--- src/design/dbcb_pkg.sv ---
// Shared constants, types and saturation functions for the best-class box decoder.
`default_nettype none

package dbcb_pkg;

    localparam int MaxClasses = 256;
    localparam int ClassW     = 8;
    localparam int ScoreW     = 16;
    localparam int CoordW     = 16;
    localparam int GainW      = 24;
    localparam int SizeW      = 14;
    localparam int CapW       = SizeW + 4;
    localparam int CfgIdxW    = 3;
    localparam int CfgDataW   = 24;
    localparam int NumW       = 19;
    localparam int ProdW      = NumW + GainW + 1;
    localparam int RoundShift = 17;
    localparam int ScaledW    = ProdW - RoundShift;
    localparam int LowW       = 18;
    localparam int HighW      = 19;

    localparam logic [ScoreW-1:0] ThresholdReset = 16'd16384;
    localparam logic [GainW-1:0]  GainReset      = 24'd65536;
    localparam logic [SizeW-1:0]  SizeReset      = 14'd640;

    typedef enum logic [CfgIdxW-1:0] {
        CFG_THRESHOLD,
        CFG_PAD_X,
        CFG_PAD_Y,
        CFG_INV_GAIN,
        CFG_ORIG_W,
        CFG_ORIG_H
    } t_cfg_idx;

    typedef struct packed {
        logic              emit;
        logic [ClassW-1:0] best_class;
        logic [ScoreW-1:0] confidence;
    } t_pick;

    function automatic logic [LowW-1:0] sat_low(input logic signed [ScaledW-1:0] v);
        logic [LowW-1:0] r;
        if (v < 0) begin
            r = '0;
        end else if (v > ScaledW'(262143)) begin
            r = '1;
        end else begin
            r = v[LowW-1:0];
        end
        return r;
    endfunction

    function automatic logic [HighW-1:0] sat_high(input logic signed [ScaledW-1:0] v,
                                                  input logic [CapW-1:0] cap);
        logic signed [ScaledW-1:0] t;
        logic signed [ScaledW-1:0] cap_s;
        cap_s = $signed(ScaledW'(cap));
        t = v;
        if (t > cap_s) begin
            t = cap_s;
        end
        if (t > $signed(ScaledW'(131071))) begin
            t = $signed(ScaledW'(131071));
        end
        if (t < -$signed(ScaledW'(262144))) begin
            t = -$signed(ScaledW'(262144));
        end
        return t[HighW-1:0];
    endfunction

endpackage

`default_nettype wire

--- src/design/dbcb_argmax.sv ---
// Running best-class tracker over the class scores of one anchor.
`default_nettype none

module dbcb_argmax #(
    parameter int MAX_CLASSES = dbcb_pkg::MaxClasses
) (
    input  wire                          i_clk,
    input  wire                          i_rst_n,
    input  wire                          i_fire,
    input  wire [dbcb_pkg::ScoreW-1:0]   i_score,
    input  wire                          i_last,
    input  wire [dbcb_pkg::ScoreW-1:0]   i_threshold,
    output dbcb_pkg::t_pick              o_pick
);

    logic [dbcb_pkg::ScoreW-1:0] r_best_score, n_best_score;
    logic [dbcb_pkg::ClassW-1:0] r_best_class, n_best_class;
    logic [dbcb_pkg::ClassW-1:0] r_count, n_count;
    logic                        r_found, n_found;
    logic [dbcb_pkg::ScoreW-1:0] bar;
    logic                        pass;

    assign bar  = r_found ? r_best_score : i_threshold;
    assign pass = i_score > bar;

    always_comb begin
        n_best_score = pass ? i_score : r_best_score;
        n_best_class = pass ? r_count : r_best_class;
        n_found      = r_found | pass;
        if (r_count == dbcb_pkg::ClassW'(MAX_CLASSES - 1)) begin
            n_count = '0;
        end else begin
            n_count = r_count + 1'b1;
        end
    end

    assign o_pick.emit       = i_last & n_found;
    assign o_pick.best_class = n_best_class;
    assign o_pick.confidence = n_best_score;

    always_ff @(posedge i_clk) begin
        if (!i_rst_n) begin
            r_best_score <= '0;
            r_best_class <= '0;
            r_count      <= '0;
            r_found      <= 1'b0;
        end else if (i_fire) begin
            if (i_last) begin
                r_best_score <= '0;
                r_best_class <= '0;
                r_count      <= '0;
                r_found      <= 1'b0;
            end else begin
                r_best_score <= n_best_score;
                r_best_class <= n_best_class;
                r_count      <= n_count;
                r_found      <= n_found;
            end
        end
    end

endmodule

`default_nettype wire

--- src/design/dbcb_scale.sv ---
// One box corner: padding removed, scaled by the inverse gain and rounded to nearest.
`default_nettype none

module dbcb_scale (
    input  wire [dbcb_pkg::CoordW-1:0]          i_center,
    input  wire [dbcb_pkg::CoordW-1:0]          i_size,
    input  wire [dbcb_pkg::CoordW-1:0]          i_pad,
    input  wire [dbcb_pkg::GainW-1:0]           i_gain,
    input  wire                                 i_far,
    output logic signed [dbcb_pkg::ScaledW-1:0] o_scaled
);

    logic signed [dbcb_pkg::NumW-1:0]    center2;
    logic signed [dbcb_pkg::NumW-1:0]    size_ext;
    logic signed [dbcb_pkg::NumW-1:0]    pad2;
    logic signed [dbcb_pkg::NumW-1:0]    num;
    logic signed [dbcb_pkg::GainW:0]     gain_s;
    logic signed [dbcb_pkg::ProdW-1:0]   prod;
    logic signed [dbcb_pkg::ProdW-1:0]   rounded;

    assign center2  = $signed({2'b00, i_center, 1'b0});
    assign size_ext = $signed({3'b000, i_size});
    assign pad2     = $signed({2'b00, i_pad, 1'b0});
    assign num      = i_far ? (center2 + size_ext - pad2) : (center2 - size_ext - pad2);
    assign gain_s   = $signed({1'b0, i_gain});
    assign prod     = num * gain_s;
    assign rounded  = prod + $signed(dbcb_pkg::ProdW'(65536));
    assign o_scaled = $signed(rounded[dbcb_pkg::ProdW-1:dbcb_pkg::RoundShift]);

endmodule

`default_nettype wire

--- src/design/detection_best_class_box_decode.sv ---
// Top level of the best-class selector with letterbox box decode.
// A result is loaded into the result register from the input register that holds the last score.
// Throughput: one class score per cycle unless a full result register is stalled, set by the
// single-pass argmax and corner logic between the input register and the result register.
// Reset (synchronous, active low) empties both registers, clears the running best class
// and restores the configuration registers to their defaults.
`default_nettype none

module detection_best_class_box_decode #(
    parameter int MAX_CLASSES = dbcb_pkg::MaxClasses
) (
    input  wire                                 i_clk,
    input  wire                                 i_rst_n,
    input  wire                                 i_cfg_we,
    input  wire [dbcb_pkg::CfgIdxW-1:0]         i_cfg_idx,
    input  wire [dbcb_pkg::CfgDataW-1:0]        i_cfg_data,
    input  wire                                 i_valid,
    output logic                                o_stall,
    input  wire [dbcb_pkg::CoordW-1:0]          i_center_x,
    input  wire [dbcb_pkg::CoordW-1:0]          i_center_y,
    input  wire [dbcb_pkg::CoordW-1:0]          i_box_width,
    input  wire [dbcb_pkg::CoordW-1:0]          i_box_height,
    input  wire [dbcb_pkg::ScoreW-1:0]          i_class_score,
    input  wire                                 i_last_score,
    output logic                                o_valid,
    input  wire                                 i_stall,
    output logic [dbcb_pkg::LowW-1:0]           o_left_x,
    output logic [dbcb_pkg::LowW-1:0]           o_top_y,
    output logic signed [dbcb_pkg::HighW-1:0]   o_right_x,
    output logic signed [dbcb_pkg::HighW-1:0]   o_bottom_y,
    output logic [dbcb_pkg::ClassW-1:0]         o_best_class,
    output logic [dbcb_pkg::ScoreW-1:0]         o_confidence
);

    logic [dbcb_pkg::ScoreW-1:0] r_threshold;
    logic [dbcb_pkg::CoordW-1:0] r_pad_x;
    logic [dbcb_pkg::CoordW-1:0] r_pad_y;
    logic [dbcb_pkg::GainW-1:0]  r_gain;
    logic [dbcb_pkg::SizeW-1:0]  r_orig_w;
    logic [dbcb_pkg::SizeW-1:0]  r_orig_h;

    logic                        r_s1_valid;
    logic [dbcb_pkg::CoordW-1:0] r_s1_cx;
    logic [dbcb_pkg::CoordW-1:0] r_s1_cy;
    logic [dbcb_pkg::CoordW-1:0] r_s1_w;
    logic [dbcb_pkg::CoordW-1:0] r_s1_h;
    logic [dbcb_pkg::ScoreW-1:0] r_s1_score;
    logic                        r_s1_last;

    logic                               r_out_valid;
    logic [dbcb_pkg::LowW-1:0]          r_left_x;
    logic [dbcb_pkg::LowW-1:0]          r_top_y;
    logic [dbcb_pkg::HighW-1:0]         r_right_x;
    logic [dbcb_pkg::HighW-1:0]         r_bottom_y;
    logic [dbcb_pkg::ClassW-1:0]        r_best_class;
    logic [dbcb_pkg::ScoreW-1:0]        r_confidence;

    dbcb_pkg::t_pick                    pick;
    logic                               out_ready;
    logic                               s1_fire;
    logic                               load_out;
    logic signed [dbcb_pkg::ScaledW-1:0] x0, y0, x1, y1;

    always_ff @(posedge i_clk) begin
        if (!i_rst_n) begin
            r_threshold <= dbcb_pkg::ThresholdReset;
            r_pad_x     <= '0;
            r_pad_y     <= '0;
            r_gain      <= dbcb_pkg::GainReset;
            r_orig_w    <= dbcb_pkg::SizeReset;
            r_orig_h    <= dbcb_pkg::SizeReset;
        end else if (i_cfg_we) begin
            case (i_cfg_idx)
                dbcb_pkg::CFG_THRESHOLD: r_threshold <= i_cfg_data[dbcb_pkg::ScoreW-1:0];
                dbcb_pkg::CFG_PAD_X:     r_pad_x     <= i_cfg_data[dbcb_pkg::CoordW-1:0];
                dbcb_pkg::CFG_PAD_Y:     r_pad_y     <= i_cfg_data[dbcb_pkg::CoordW-1:0];
                dbcb_pkg::CFG_INV_GAIN:  r_gain      <= i_cfg_data[dbcb_pkg::GainW-1:0];
                dbcb_pkg::CFG_ORIG_W:    r_orig_w    <= i_cfg_data[dbcb_pkg::SizeW-1:0];
                dbcb_pkg::CFG_ORIG_H:    r_orig_h    <= i_cfg_data[dbcb_pkg::SizeW-1:0];
                default: begin
                end
            endcase
        end
    end

    dbcb_argmax #(
        .MAX_CLASSES (MAX_CLASSES)
    ) u_argmax (
        .i_clk       (i_clk),
        .i_rst_n     (i_rst_n),
        .i_fire      (s1_fire),
        .i_score     (r_s1_score),
        .i_last      (r_s1_last),
        .i_threshold (r_threshold),
        .o_pick      (pick)
    );

    dbcb_scale u_x0 (
        .i_center (r_s1_cx), .i_size (r_s1_w), .i_pad (r_pad_x),
        .i_gain (r_gain), .i_far (1'b0), .o_scaled (x0)
    );
    dbcb_scale u_y0 (
        .i_center (r_s1_cy), .i_size (r_s1_h), .i_pad (r_pad_y),
        .i_gain (r_gain), .i_far (1'b0), .o_scaled (y0)
    );
    dbcb_scale u_x1 (
        .i_center (r_s1_cx), .i_size (r_s1_w), .i_pad (r_pad_x),
        .i_gain (r_gain), .i_far (1'b1), .o_scaled (x1)
    );
    dbcb_scale u_y1 (
        .i_center (r_s1_cy), .i_size (r_s1_h), .i_pad (r_pad_y),
        .i_gain (r_gain), .i_far (1'b1), .o_scaled (y1)
    );

    assign out_ready = !r_out_valid || !i_stall;
    assign s1_fire   = r_s1_valid && (!pick.emit || out_ready);
    assign load_out  = s1_fire && pick.emit;
    assign o_stall   = r_s1_valid && !s1_fire;

    always_ff @(posedge i_clk) begin
        if (!i_rst_n) begin
            r_s1_valid <= 1'b0;
        end else if (!o_stall) begin
            r_s1_valid <= i_valid;
        end
    end

    always_ff @(posedge i_clk) begin
        if (i_valid && !o_stall) begin
            r_s1_cx    <= i_center_x;
            r_s1_cy    <= i_center_y;
            r_s1_w     <= i_box_width;
            r_s1_h     <= i_box_height;
            r_s1_score <= i_class_score;
            r_s1_last  <= i_last_score;
        end
    end

    always_ff @(posedge i_clk) begin
        if (!i_rst_n) begin
            r_out_valid <= 1'b0;
        end else if (out_ready) begin
            r_out_valid <= load_out;
        end
    end

    always_ff @(posedge i_clk) begin
        if (load_out) begin
            r_left_x     <= dbcb_pkg::sat_low(x0);
            r_top_y      <= dbcb_pkg::sat_low(y0);
            r_right_x    <= dbcb_pkg::sat_high(x1, {r_orig_w, 4'b0000});
            r_bottom_y   <= dbcb_pkg::sat_high(y1, {r_orig_h, 4'b0000});
            r_best_class <= pick.best_class;
            r_confidence <= pick.confidence;
        end
    end

    assign o_valid      = r_out_valid;
    assign o_left_x     = r_left_x;
    assign o_top_y      = r_top_y;
    assign o_right_x    = $signed(r_right_x);
    assign o_bottom_y   = $signed(r_bottom_y);
    assign o_best_class = r_best_class;
    assign o_confidence = r_confidence;

    a_result_from_last: assert property (@(posedge i_clk) disable iff (!i_rst_n)
        $rose(r_out_valid) |-> $past(r_s1_last))
        else $error("A result appeared without a last-score transaction.");

    a_emit_reaches_output: assert property (@(posedge i_clk) disable iff (!i_rst_n)
        load_out |=> r_out_valid)
        else $error("An emitted result did not reach the output register.");

    a_empty_stage_no_stall: assert property (@(posedge i_clk) disable iff (!i_rst_n)
        !r_s1_valid |-> !o_stall)
        else $error("The input was stalled while the input register was empty.");

endmodule

`default_nettype wire

--- config.mk ---
export PLATFORM = sky130hd
export DESIGN_NAME = detection_best_class_box_decode
export DESIGN_NICKNAME = d
export VERILOG_FILES = /design/src/design/dbcb_pkg.sv /design/src/design/dbcb_argmax.sv /design/src/design/dbcb_scale.sv /design/src/design/detection_best_class_box_decode.sv
export SDC_FILE = /design/constraint.sdc
export NUM_CORES = 2
export LEC_CHECK = 0
export BUFFER_PORTS_ARGS = -buffer_cell sky130_fd_sc_hd__clkbuf_2
export CORE_ASPECT_RATIO = 1.75
export CORE_MARGIN = 5
export CORE_UTILIZATION = 45
export CTS_BUF_LIST = sky130_fd_sc_hd__clkbuf_2 sky130_fd_sc_hd__clkbuf_4 sky130_fd_sc_hd__clkbuf_8
export DETAILED_ROUTE_END_ITERATION = 6
export GPL_TIMING_DRIVEN = 0
export PLACE_DENSITY = 0.61
export SYNTH_ARGS = -nofsm -noshare
export SYNTH_HDL_FRONTEND = slang
export SYNTH_SLANG_ARGS = --single-unit
--- constraint.sdc ---
create_clock -name i_clk -period 32.6 [get_ports i_clk]
set_input_delay 1.63 -clock i_clk [delete_from_list [all_inputs] [get_ports i_clk]]
set_output_delay 1.63 -clock i_clk [all_outputs]
set_load 0.02 [all_outputs]
==> impl_results.md <==
- Fmax: 0.06038 GHz
- Largest family of logic cells by synthesized area: adder cells
- Slew @ Worst Pin: 1659 ps
- Min-delay worst type: flip-flop to flip-flop
- Num CTS Buffers: 50
- Placed instance count: 11030
- Comb pwr share: 82.1%
- CP max stage delay: 1180 ps
- Number of global-route vias before repair: 67870
- CTS Root Cell: clkbuf_8
- Design Area, Final: 82710 sq um
- Vias per std cell: 5.669
- Main flop type after synthesis: edfxtp_1
- DP Area: 81470 sq um
- Static leakage: 0.04032 uW
- Crit path launch: r_pad_x[0]
- Setup Skew: 65.09 ps
- Starting Density: 45.19%
- Post-synthesis mux area share: 0.8375%
- Final Non-Filler Cells: between 10000 and 15000
- DR iter-0 viols: about 5000
- Synthesis-stage register bit count: 314
- Synth Area in Simple Gates: 16.04%
- Max Slew Vio Count: 223
- RSZ-0062 raised after global routing: false
- WP data required: about 33000 ps
- Reg-to-reg critical path startpoint: r_pad_x[0]
- Clk_lat worst skew: just over 800 ps
- Final Cycle Share: 50.80%
- Worst Setup End Kind: flip-flop
- Clock network fraction of total power: 8.1%
- Worst Hold Path Cells: 1
- Flop-to-flop setup slack: 16040 ps
- Crit Path Category: flip-flop to flip-flop
- Area of the die: 180700 sq um
- Avg WL per Cell: 28.27 um
- Largest net degree at the start of global routing: 35
- Synth Area in Compound Gates: 7.168%
- CP max-delay cell: a2111oi_0
- Relative slew slack: -10.61%
- Final Net Count: between 10000 and 15000
- Multi-input logic area: 60730 sq um
- Status: finished, violations left
- R2R Path End: o_right_x[10]
- HPWL reported at the end of detailed placement: 262.3 mm
- Num rows: 201
- DRT Pass-1 Iters: 7
- Post-synthesis sequential area ratio: 10.44%
- Total track usage: 35.11%
- Resized Gates After CTS: 0
- Cell mode on critical path: fa_1
- Synthesized area: ~77000 sq um
- CTS tree: yes
- Sink Count: 314
- Ys Warns: 0
- Ranking of synthesized cells by area: fa_1 (40%), ha_1 (13%), inv_1 (8.9%)
- Internal power: 2084 uW
- Most instantiated cells after synthesis: inv_1 (1841), fa_1 (1530), nand2_1 (1326), ha_1 (799), and2_1 (471)
- Remaining global-route overflow: 0
- Most frequent cell after synthesis: inv_1
- Reg2reg path depth: 48
- Post-Place Setup Slack: 16280 ps
- Clock Path Buffers: 3
- Routed Antenna Nets: 0
- Async S/R FF share, synth: 0%
- Count of buffers from port buffering: 212
- Failing checks: max-capacitance violations, max-slew violations
- Area grow syn2layout: 6.876%
- Final core utilization: 48.30%
- CTS clk-pin slew, worst paths: 70 ps
- Max cap viols: 22
- CP bufs+invs: 8
- Post-layout min period: roughly 17000 ps
- Finish-stage setup viols: 0
- Sw power: roughly 2700 uW
- Post-CTS Setup Bufs: 0
- Routability cong.: 1.086
- DRC Markers: 0
- Final hold violations: 0
- Critical Path AT: 17060 ps
- Mapped Cells: 8574
- CTS HTree Levels: 2
- Post-CTS Hold Buffers: 0
- Peak supply drop: 77.91 uV
- Post-Route WL: 315.7 mm
- Post-Route Setup TNS: 0 ps
- Adder-Cell Fraction of Synth Area: approximately 52%
- Largest fanout on the critical path: 10
- Element type at the critical path start: flip-flop
- Syn_area_per_cell: 9.026 sq um
- Die W: 323.5 um
- Area share of the largest cell type after synthesis: 39.58%
- First-pass GRT wire length: 450.5 mm
- Post-synthesis xor/xnor area fraction: 1.833%
- Post-synth cell types: 96
- Reg area: approximately 8100 sq um
- Cell taking the most area after synthesis: fa_1
- Filler cells: 16640
- Reg power frac: 9.8%
- Post-synth EDFFs: approximately 180
- Via count: between 60000 and 70000
- Synth Net Count: 11020
- Cell count along the critical path: 48
- Initial antenna violation count: 43
- Share of layout cells above drive strength 1: 5.084%
- I/O Pins: 213
- Core ar.: 171300 sq um
- Switching fraction of total power: between 50% and 60%
- Delay-heaviest family, CP: compound AO/OA/AOI/OAI gates
- CP Capture Point: o_right_x[10]
- PnR worst setup slack: ~16000 ps
- Power Density: 57.50 nW/um^2
- Die outline height: approximately 560 um
## placed cells by master (no fill, tap or decap), types with 22 or more instances in the layout
cell / instances
inv_1: 1841
fa_1: 1530
nand2_1: 1326
ha_1: 799
and2_1: 471
clkbuf_1: 401
clkbuf_2: 226
nor2_1: 180
edfxtp_1: 179
nand2b_1: 174
a21oi_1: 160
o21ai_0: 147
nand3_1: 138
dfxtp_1: 135
a21boi_0: 109
xnor2_1: 99
nand4_1: 75
a21o_1: 66
nor2b_1: 57
xor2_1: 56
clkbuf_8: 54
a31oi_1: 48
nor3_1: 47
diode_2: 43
and3_1: 42
o21a_1: 32
or2_2: 32
mux2i_1: 31
mux2_2: 30
buf_1: 28
a32o_1: 24
o22ai_1: 23
o21bai_1: 22
## routing by layer
| metal | wire length (um) | GRT usage (%) | vias up |
|---|---|---|---|
| met5 | 106 | 0 | - |
| met4 | 39030 | 33.40 | 18 |
| met3 | 24310 | 8.270 | 1357 |
| met2 | 150700 | 59.26 | 3140 |
| met1 | 101500 | 35.22 | 31940 |
| li1 | - | - | 26850 |
## per-stage QoR
stage | power [uW] | hold WS (ps)
after floorplan | 3102 | 438.0
after global placement | 4271 | 442.6
after detailed placement | 4321 | 450.7
after CTS | 4744 | 465.7
after global routing | 5202 | 481.3
final | 4756 | 462.4
## how the worst min path moves through the flow
stage,start,endpoint,slack (ps)
after floorplan,u_argmax.r_best_class[0],u_argmax.r_best_class[0],440
after global placement,u_argmax.r_best_class[3],u_argmax.r_best_class[3],440
after detailed placement,u_argmax.r_best_class[3],u_argmax.r_best_class[3],450
after CTS,u_argmax.r_best_class[3],u_argmax.r_best_class[3],470
after global routing,u_argmax.r_best_class[2],u_argmax.r_best_class[2],480
final,u_argmax.r_best_class[1],u_argmax.r_best_class[1],460
## power by group through the flow
stage	Combinational [uW]	Sequential [uW]	Clock [uW]
after floorplan	2620	480	0
after global placement	3800	475	0
after detailed placement	3850	474	0
after CTS	3880	465	397
after global routing	4330	466	410
final	3910	465	384
## cell families (layout without fill, tap and decap cells)
logic type,Yosys count,count (layout)
and+or+nand+nor,2606,2606
adders and majority gates,2329,2329
buffers and inverters,2299,2615
AOI/OAI and AO/OA,803,803
DFF,314,314
xor gates and xnor gates,162,162
muxes,61,61
other,0,43
## flip-flops by register name, summed over array words and instances, names as in the netlist, 18 cells and up
name	count
o_left_x	18
o_top_y	18
o_right_x	19
o_bottom_y	19
r_gain	24
## cell type report
class	instances	share of cell area [%]
buffer	457	2.130
sequential	314	9.766
antenna	43	0.1301
tap	2233	3.378
timing repair buffer	223	1.510
multi-input combinational	5961	73.43
clock inverter	21	0.2375
inverter	1842	8.359
clock buffer	72	1.062
(Power assumes the default switching activity.)
